<file path="src/rtl/assert_macros.svh">
// Assertion macros used by the RTL top level.
`ifndef ASSERT_MACROS_SVH
`define ASSERT_MACROS_SVH
`ifndef NO_ASSERTIONS
// Same-cycle implication, held off during reset.
`define ASSERT_IMPLY(label, clk, rst, ante, cons) \
   label: assert property (@(posedge clk) disable iff (rst) (ante) |-> (cons)) \
      else $error("same-cycle implication check failed");
// Next-cycle implication, held off during reset.
`define ASSERT_NEXT(label, clk, rst, ante, cons) \
   label: assert property (@(posedge clk) disable iff (rst) (ante) |=> (cons)) \
      else $error("next-cycle implication check failed");
`else
`define ASSERT_IMPLY(label, clk, rst, ante, cons)
`define ASSERT_NEXT(label, clk, rst, ante, cons)
`endif
`endif

</file>
<file path="src/rtl/fgap_pkg.sv">
// Shared types and constants of the first-greater-after-pair search.
`default_nettype none
package fgap_pkg;
   localparam int POS_W    = 10;
   localparam int HEIGHT_W = 32;
   localparam int COUNT_W  = 11;
   localparam int RESULT_W = 11;
   localparam int QUEUE_DEPTH = 2;

   localparam logic MODE_LOAD  = 1'b0;
   localparam logic MODE_QUERY = 1'b1;

   localparam logic signed [RESULT_W-1:0] RESULT_NONE = '1;

   // Classified command handed from the front to the back.
   typedef struct packed {
      logic                is_query;
      logic [POS_W-1:0]    load_index;
      logic [HEIGHT_W-1:0] load_height;
      logic [POS_W-1:0]    pos_lo;
      logic [POS_W-1:0]    pos_hi;
      logic                same;
   } cmd_type;

   typedef enum logic [3:0] {
      ST_CLEAR,
      ST_IDLE,
      ST_LD_LEAF,
      ST_LD_RL,
      ST_LD_RR,
      ST_LD_WR,
      ST_Q_RA,
      ST_Q_RB,
      ST_Q_CMP,
      ST_S_RD,
      ST_S_CHK,
      ST_S_UP
   } back_state_type;
endpackage
`default_nettype wire

</file>
<file path="src/rtl/fgap_front.sv">
// Front end: accepts items, orders the query pair and builds a command.
`default_nettype none
module fgap_front (
   input  wire logic                          start,
   output logic                               busy,
   input  wire logic                          req_mode,
   input  wire logic [fgap_pkg::POS_W-1:0]    req_load_index,
   input  wire logic [fgap_pkg::HEIGHT_W-1:0] req_load_height,
   input  wire logic [fgap_pkg::POS_W-1:0]    req_query_first,
   input  wire logic [fgap_pkg::POS_W-1:0]    req_query_second,
   input  wire logic                          queue_full,
   input  wire logic                          clearing,
   output logic                               push,
   output fgap_pkg::cmd_type                  cmd
);
   import fgap_pkg::*;

   logic swap;

   assign busy = queue_full | clearing;
   assign push = start & ~busy;
   assign swap = req_query_first > req_query_second;

   always_comb begin
      cmd.is_query    = (req_mode == MODE_QUERY);
      cmd.load_index  = req_load_index;
      cmd.load_height = req_load_height;
      cmd.pos_lo      = swap ? req_query_second : req_query_first;
      cmd.pos_hi      = swap ? req_query_first : req_query_second;
      cmd.same        = (req_query_first == req_query_second);
   end
endmodule
`default_nettype wire

</file>
<file path="config.mk">
export PLATFORM = sky130hd
export DESIGN_NAME = fgap_front
export DESIGN_NICKNAME = d
export VERILOG_FILES = /design/src/rtl/assert_macros.svh /design/src/rtl/fgap_pkg.sv /design/src/rtl/fgap_front.sv
export SDC_FILE = /design/constraint.sdc
export NUM_CORES = 1
export LEC_CHECK = 0
export BUFFER_PORTS_ARGS = -buffer_cell sky130_fd_sc_hd__buf_2
export CAP_MARGIN = 5
export CORE_AREA = 5 5 62 64
export DETAILED_ROUTE_END_ITERATION = 6
export DIE_AREA = 0 0 67 69
export GPL_TIMING_DRIVEN = 0
export PLACE_DENSITY = 0.87
export SLEW_MARGIN = 20
export SYNTH_ARGS = -nofsm -noshare
export SYNTH_HDL_FRONTEND = slang
export SYNTH_SLANG_ARGS = --single-unit
</file>
<file path="constraint.sdc">
create_clock -name vclk -period 3.3
set_input_delay 0.495 -clock vclk [all_inputs]
set_output_delay 0.495 -clock vclk [all_outputs]
set_load 0.1 [all_outputs]
</file>
==> metrics.md <==
| Metric | Value |
|---|---|
| Run status | finished clean |
| Hold Crit Start | req_load_height[28] |
| Cell family with most CP delay | buffers and inverters |
| Full die area | 0.00462 sq mm |
| FMAX | 332 MHz |
| Min-delay worst type | in2out |
| Post_cts resized | 0 |
| Hold path depth | 2 |
| Crit-path most repeated cell | buf_2 |
| Peak supply drop | 247 uV |
| Flip-flop and latch count | 0 |
| Crit path cell chain | buf_2, inv_2, ha_4, a21oi_1, a2bb2oi_1, clkbuf_1, nand4_1, o211ai_1, buf_2 |
| WL met1 | 1700 um |
| Antenna cells | 0 |
| Final hold slack | 1.37 ns |
| Slew headroom | 67.8% |
| Crit start category | input port |
| Placer Congestion | 0.924 |
| Layout cells sized above 1 | 60.6% |
| CP endpoint kind | output port |
| WS Path Type | in2out |
| Core Footprint | 0.00323 sq mm |
| Most common cell after layout, fill and taps aside | buf_2 |
| Synth warn | 0 |
| RSZ-0062 raised after global routing | no |
| Final period util | 91.2% |
| GR Overflow Total | 0 |
| Area delta synth->final | 52.8% |
| Most frequent cells in the layout | buf_2, buf_4, nand4_1, o211ai_1 |
| I/O pin cnt | 132 |
| First-pass GRT wire length | 7010 um |
| Slew @ Worst Pin | 0.483 ns |
| Post-Synthesis Cells | 180 |
| ANT nets after route | 0 |
| DP HPWL | 3650 um |
| CP Data Arrival Time | 2.51 ns |
| Syn nets | 256 |
| Total Power | 0.856 mW |
| Final count of hold timing violations | 0 |
| Final-report setup violation count | 0 |
| Synth cell types | 23 |
| Crit path time final | 3.01 ns |
| Hold Path End | cmd[49] |
| WL/cell | 14.3 um |
| Die Wd | 67 um |
| Initial antenna violation count | 0 |
| Critical path buffers and inverters | 4 |
| Uppermost routed layer | met3 |
| Wire length on met2 | 2270 um |
| DRC | 0 |
| # rows | 21 |
| Largest net degree at the start of global routing | 11 |
| Max Cap Violations | 0 |
| Nets | 347 |
| Drt pass-1 iters | 4 |
| Chip Height | 69 um |
| Core Util, Final | 56.4% |
| Register Area | 0 sq um |
| Routed WL | 4490 um |
| Sequential-to-total area share from yosys stat | 0% |
| Post-CTS setup buffer count | 0 |
| LEAKAGE | 0.941 nW |
| Initial Util | 36.9% |
| Vias post-DR | 1668 |
| Wire length on met3 | 518 um |
| I/O Buffers | 89 |
| Pwr Density | 470 mW/mm^2 |
| DR iter-0 viols | 87 |
| Max stage delay on crit path | 0.47 ns |
| Gr usage total | 17.5% |
| Max-slew violations | 0 |
| Worst Path Required | 2.80 ns |
| Slowest CP cell | buf_2 |
| Number of clock buffers in the layout | 0 |
| Worst-path fanout max | 10 |
| Avg Inst Size Synth | 6.62 sq um |
| Vias in the first global route | 1628 |
| Hold Buf Count CTS | 0 |
| Vias/cell | 5.30 |
| Synth Cell Area | 0.00119 sq mm |
[final cells by class]
class	instances	area, sq um
plain buffers	59	408
fillers	333	1410
inverters	13	78.8
multi-input cells	108	832
well taps	46	57.6
repair buffers	89	445
[worst max path at each step]
stage,startpoint,endpoint,slack [ns],cells after the start
floorplan,req_query_second[7],cmd[10],-0.05,7
global placement,req_query_second[3],cmd[1],0.39,9
detailed placement,req_query_second[3],cmd[1],0.34,9
CTS,req_query_second[3],cmd[1],0.34,9
global route,req_query_second[3],cmd[1],0.23,9
finish,req_query_second[3],cmd[1],0.29,9
[logic make-up after synthesis]
family,after synthesis,share of synthesized area (%)
fa+ha+maj,10,10.5
compound gates,48,26.3
buf+inv,72,38.1
simple gates,50,25.1
[report_power, final]
group          internal (mW)  switching, mW
logic                  0.167          0.689
registers                  0              0
clock network              0              0
total                  0.167          0.689
[cells in the mapped netlist]
cell	count	share of area, %
clkbuf_1	8	2.5
nor2_1	1	0.31
inv_1	13	4.1
buf_2	5	2.1
buf_4	43	27
and4_4	1	0.94
and3_4	1	0.94
o21ai_0	20	8.4
nand2_1	2	0.63
nand3_1	20	8.4
nand4_2	1	1.0
buf_6	2	1.9
o211ai_2	1	1.0
o211ai_1	21	13
and4_1	1	0.73
o211a_1	2	1.7
a2bb2oi_1	1	0.73
nor2b_1	1	0.52
ha_1	10	10
or2_2	1	0.52
nand4_1	21	11
a21oi_1	3	1.3
clkbuf_2	1	0.42
[through the flow]
step	cell area [sq um]	setup TNS (ns)	worst slack, ns	cells
floorplan	1320	-0.970	-0.0485	180
global placement	1820	0	0.385	315
detailed placement	1820	0	0.339	315
CTS	1820	0	0.337	315
global route	1820	0	0.226	315
finish	1820	0	0.291	315
[layer usage]
metal	GRT usage (%)	up-vias
met2	32.1	114
met3	2.76	0
met5	0	-
li1	-	805
met4	1.35	0
met1	21.7	749
(Power assumes the default switching activity.)
