`src/rtl/assert_macros.svh`:
```
// Assertion macros used by the RTL top level.
`ifndef ASSERT_MACROS_SVH
`define ASSERT_MACROS_SVH
`ifndef NO_ASSERTIONS
// Same-cycle implication, held off during reset.
`define ASSERT_IMPLY(label, clk, rst, ante, cons) \
   label: assert property (@(posedge clk) disable iff (rst) (ante) |-> (cons)) \
      else $error("same-cycle implication check failed");
// Next-cycle implication, held off during reset.
`define ASSERT_NEXT(label, clk, rst, ante, cons) \
   label: assert property (@(posedge clk) disable iff (rst) (ante) |=> (cons)) \
      else $error("next-cycle implication check failed");
`else
`define ASSERT_IMPLY(label, clk, rst, ante, cons)
`define ASSERT_NEXT(label, clk, rst, ante, cons)
`endif
`endif

```
`src/rtl/fgap_pkg.sv`:
```
// Shared types and constants of the first-greater-after-pair search.
`default_nettype none
package fgap_pkg;
   localparam int POS_W    = 10;
   localparam int HEIGHT_W = 32;
   localparam int COUNT_W  = 11;
   localparam int RESULT_W = 11;
   localparam int QUEUE_DEPTH = 2;

   localparam logic MODE_LOAD  = 1'b0;
   localparam logic MODE_QUERY = 1'b1;

   localparam logic signed [RESULT_W-1:0] RESULT_NONE = '1;

   // Classified command handed from the front to the back.
   typedef struct packed {
      logic                is_query;
      logic [POS_W-1:0]    load_index;
      logic [HEIGHT_W-1:0] load_height;
      logic [POS_W-1:0]    pos_lo;
      logic [POS_W-1:0]    pos_hi;
      logic                same;
   } cmd_type;

   typedef enum logic [3:0] {
      ST_CLEAR,
      ST_IDLE,
      ST_LD_LEAF,
      ST_LD_RL,
      ST_LD_RR,
      ST_LD_WR,
      ST_Q_RA,
      ST_Q_RB,
      ST_Q_CMP,
      ST_S_RD,
      ST_S_CHK,
      ST_S_UP
   } back_state_type;
endpackage
`default_nettype wire

```
`src/rtl/fgap_queue.sv`:
```
// Short command queue between the front and the back.
`default_nettype none
module fgap_queue (
   input  wire logic              clock,
   input  wire logic              reset,
   input  wire logic              push,
   input  wire fgap_pkg::cmd_type push_cmd,
   input  wire logic              pop,
   output fgap_pkg::cmd_type      head_cmd,
   output logic                   not_empty,
   output logic                   full
);
   import fgap_pkg::*;

   localparam int PTR_W = $clog2(QUEUE_DEPTH);

   cmd_type          slots_ff [QUEUE_DEPTH];
   logic [PTR_W-1:0] wr_ptr_ff, wr_ptr_in;
   logic [PTR_W-1:0] rd_ptr_ff, rd_ptr_in;
   logic [PTR_W:0]   count_ff, count_in;
   logic             do_push, do_pop;

   assign full      = (count_ff == (PTR_W+1)'(QUEUE_DEPTH));
   assign not_empty = (count_ff != '0);
   assign head_cmd  = slots_ff[rd_ptr_ff];
   assign do_push   = push & ~full;
   assign do_pop    = pop & not_empty;

   always_comb begin
      wr_ptr_in = do_push ? wr_ptr_ff + 1'b1 : wr_ptr_ff;
      rd_ptr_in = do_pop ? rd_ptr_ff + 1'b1 : rd_ptr_ff;
      count_in  = count_ff;
      if (do_push && !do_pop) begin
         count_in = count_ff + 1'b1;
      end else if (do_pop && !do_push) begin
         count_in = count_ff - 1'b1;
      end
   end

   always_ff @(posedge clock) begin
      if (reset) begin
         wr_ptr_ff <= '0;
         rd_ptr_ff <= '0;
         count_ff  <= '0;
      end else begin
         wr_ptr_ff <= wr_ptr_in;
         rd_ptr_ff <= rd_ptr_in;
         count_ff  <= count_in;
      end
   end

   always_ff @(posedge clock) begin
      if (do_push) begin
         slots_ff[wr_ptr_ff] <= push_cmd;
      end
   end
endmodule
`default_nettype wire

```
`config.mk`:
```
export PLATFORM = sky130hd
export DESIGN_NAME = fgap_queue
export DESIGN_NICKNAME = d
export VERILOG_FILES = /design/src/rtl/assert_macros.svh /design/src/rtl/fgap_pkg.sv /design/src/rtl/fgap_queue.sv
export SDC_FILE = /design/constraint.sdc
export NUM_CORES = 1
export LEC_CHECK = 0
export BUFFER_PORTS_ARGS = -buffer_cell sky130_fd_sc_hd__buf_2
export CAP_MARGIN = 30
export CORE_MARGIN = 2
export CORE_UTILIZATION = 49
export CTS_CLUSTER_SIZE = 14
export DETAILED_ROUTE_END_ITERATION = 12
export HOLD_SLACK_MARGIN = 0.02
export PLACE_DENSITY = 0.76
export REMOVE_ABC_BUFFERS = 1
export SLEW_MARGIN = 15
export SYNTH_ARGS = -nofsm -noshare
export SYNTH_HDL_FRONTEND = slang
export SYNTH_SLANG_ARGS = --single-unit
```
`constraint.sdc`:
```
create_clock -name clock -period 4.35 [get_ports clock]
set_input_delay 0.2175 -clock clock [delete_from_list [all_inputs] [get_ports clock]]
set_output_delay 0.2175 -clock clock [all_outputs]
set_load 0.005 [all_outputs]
```
==> results.ini <==
[placement]
hpwl_um = 5520
port_buffers = 133
place_area_um2 = 5640
pre_cts_ws_ns = 1.96
routabilityCongestion = 0.765

[logic_synthesis]
synth.largest_area_cell = edfxtp_1
ys.flop_type = edfxtp_1
ys.warnings.count = 0
synthDistinctLibCells = 15
yosys-top-cells-area = edfxtp_1 80%, mux2_2 15%, dfxtp_1 2.1%, buf_4 0.93%, xor2_1 0.54%
yosys.cell_count.top_type = edfxtp_1
yosys_register_bits = 133
syn_area_per_cell_um2 = 21.6
yosysSeqAreaShare_pct = 81.6
synth_top_area_share_pct = 79.5
syn_area_um2 = 4830
async_reset_ff_share_pct = 0
synth_edf_count = 128
synth_common_cells = 128 x edfxtp_1, 64 x mux2_2, 6 x buf_4
syn_inst = 224

[finish]
design_area_um2 = 6990
layout-drive-gt1-share_pct = 52.8
fin_util_pct = 72.2
fillers = 619
diodes = 0
nNetsFinal = 507
area.growth.synth_to_final_pct = 44.6

[die]
die_y_um = 103
ios = 134
initial_utilization_pct = 49.9
die-area_um2 = 10700
design.core.area_um2 = 9680
num_rows = 36
die_w_um = 103

[worst_setup_path]
critPathLaunchType = flop
setup.worst_path.start = count_ff[0]$_SDFFE_PP0P_
r2r-start = count_ff[0]$_SDFFE_PP0P_
worst_setup_path_end_kind = flop
reg2reg_slack_ns = 1.97
path_class = flop to flop
arrival_ns = 2.55
ff2ff_path_depth = 4
required_ns = 4.52
cp_max_fo = 39
timing.rr.end = slots_ff[0][53]$_DFFE_PP_

[clock_tree]
htreeDepth = 4
clock_sinks = 133
postCtsSetupRepairBufs = 0
clk_latency_ns = 0.50
cts_buffer_depth = 2
cts_tree = built
cts_root_buffer = clkbuf_8
clkSlewWorstSetupHoldPaths_ns = 0.06
cts_buffers = 17

[timing]
final_hold_viol_count = 0
max_freq_ghz = 0.420
post-route-min-period_ns = 2.38
fin_tns_setup_ns = 0
drv_slew = 0
tightestPinTransition_ns = 0.888
setup_viol = 0
setup_ws_ns = 1.97
skew_ns = 0.00624
min_period_over_period_pct = 54.7
relSlewSlack_pct = 40.8
rsz0062_at_grt = false

[global_routing]
grt.total_usage_pct = 18.2
grt_pass1_vias = 2893
grt_remaining_overflow = 0
grt_antenna_before_repair = 0
grt_max_degree = 40
grt_pass1_wl_um = 13800

[min_path]
hold-path-endpoint = wr_ptr_ff$_SDFFE_PP0P_
whs_path_depth = 4
hold_start = push
hp-class = input pin to flop

[job]
max_cap_viol_count = 0

[power]
pwr-share-seq_pct = 41.0
pwr-share-comb_pct = 19.9
p_sw_share_pct = 23.3
max-vdd-ir-drop_mv = 0.365
power.total_mw = 4.10
leakagePower_nw = 2.67
internal_power_mw = 3.14
power_density_nw_per_um2 = 586
power_frac_clock_pct = 39.1
switchingPower_mw = 0.953

[detailed_routing]
post_drt_via_cell_ratio = 4.77
wl_um = 9430
firstDrtPassIters = 4
num_vias = 2784
drt_iter0_markers = 114
post_drt_wl_per_cell_um = 16.1
drcViolationCount = 0
detail-route-antenna-nets = 0

[outcome]
status = finished, final reports clean

metal layers:
metal / global-route usage [%] / vias up / wire (um)
li1: - / 1313 / -
met1: 19.7 / 1371 / 3750
met2: 31.6 / 90 / 5040
met3: 6.45 / 10 / 525
met4: 9.41 / 0 / 108
met5: 0 / - / 0
stage by stage:
stage | instances | hold WS, ns
finish | 584 | 0.101
CTS | 583 | 0.0636
global placement | 486 | 0.407
global route | 584 | 0.141
floorplan | 217 | 0.287
detailed placement | 486 | 0.409
layout by cell type (no fill, tap or decap), drive strengths merged, types with 3 or more instances in the layout:
cell type    netlist  layout
buf                7     137
clkbuf             0      20
dlygate4sd3        0      65
bufinv             0       6
mux2              64      64
dfxtp              5       5
edfxtp           128     128
o21ai              3       3
nor2               4       4
xor2               3       3
clkinvlp           0       4
how the worst max path moves through the flow:
stage                                end  depth (start not counted)
2_1_floorplan   slots_ff[1][0]$_DFFE_PP_                          3
3_3_place_gp   slots_ff[0][16]$_DFFE_PP_                          4
3_5_place_dp   slots_ff[0][22]$_DFFE_PP_                          4
4_1_cts                      head_cmd[5]                          3
5_1_grt        slots_ff[0][49]$_DFFE_PP_                          4
6_report       slots_ff[0][53]$_DFFE_PP_                          4
cell families (layout without fill, tap and decap cells):
kind of cell	after synthesis	count (layout)	share of synthesized area, %
flops	133	133	81.6
fa+ha+maj	1	1	0.259
compound gates	5	5	0.518
simple gates	9	9	1.01
buf+inv	9	236	1.19
mux	64	64	14.9
xor+xnor	3	3	0.544
worst max-delay path, cell delays in order (launching register included):
cell	delay, ns
dfxtp_1	0.44
nor2b_2	0.09
or3_1	0.36
inv_2	0.65
buf_4	0.48
cell type report:
class / count / area [um2] / area share [%]
Clock buffer: 20 / 455 / 6.51
Clock inverter: 12 / 224 / 3.20
Inverter: 2 / 7.51 / 0.107
Multi-Input combinational cell: 82 / 835 / 11.9
Sequential cell: 133 / 3950 / 56.4
Tap cell: 133 / 166 / 2.38
Timing Repair Buffer: 202 / 1360 / 19.4
what timing repair did:
action	CTS	global route
gates resized for setup	0	0
endpoints found under the hold margin	133	0
hold buffers	65	0
flip-flops by register name (all words and copies together), names as in the netlist, named ones only:
signal and count:
slots_ff 128, count_ff 2, rd_ptr_ff 1, wr_ptr_ff 1
power by group through the flow:
| stage | Combinational, mW | Clock [mW] | Sequential [mW] |
|---|---|---|---|
| final | 0.816 | 1.60 | 1.68 |
| after global routing | 0.900 | 1.68 | 1.70 |
| after CTS | 0.783 | 1.63 | 1.71 |
| after detailed placement | 0.732 | 0 | 1.74 |
| after global placement | 0.720 | 0 | 1.72 |
| after floorplan | 0.405 | 0 | 1.73 |
Note: power is estimated with default switching activity, not from simulation.
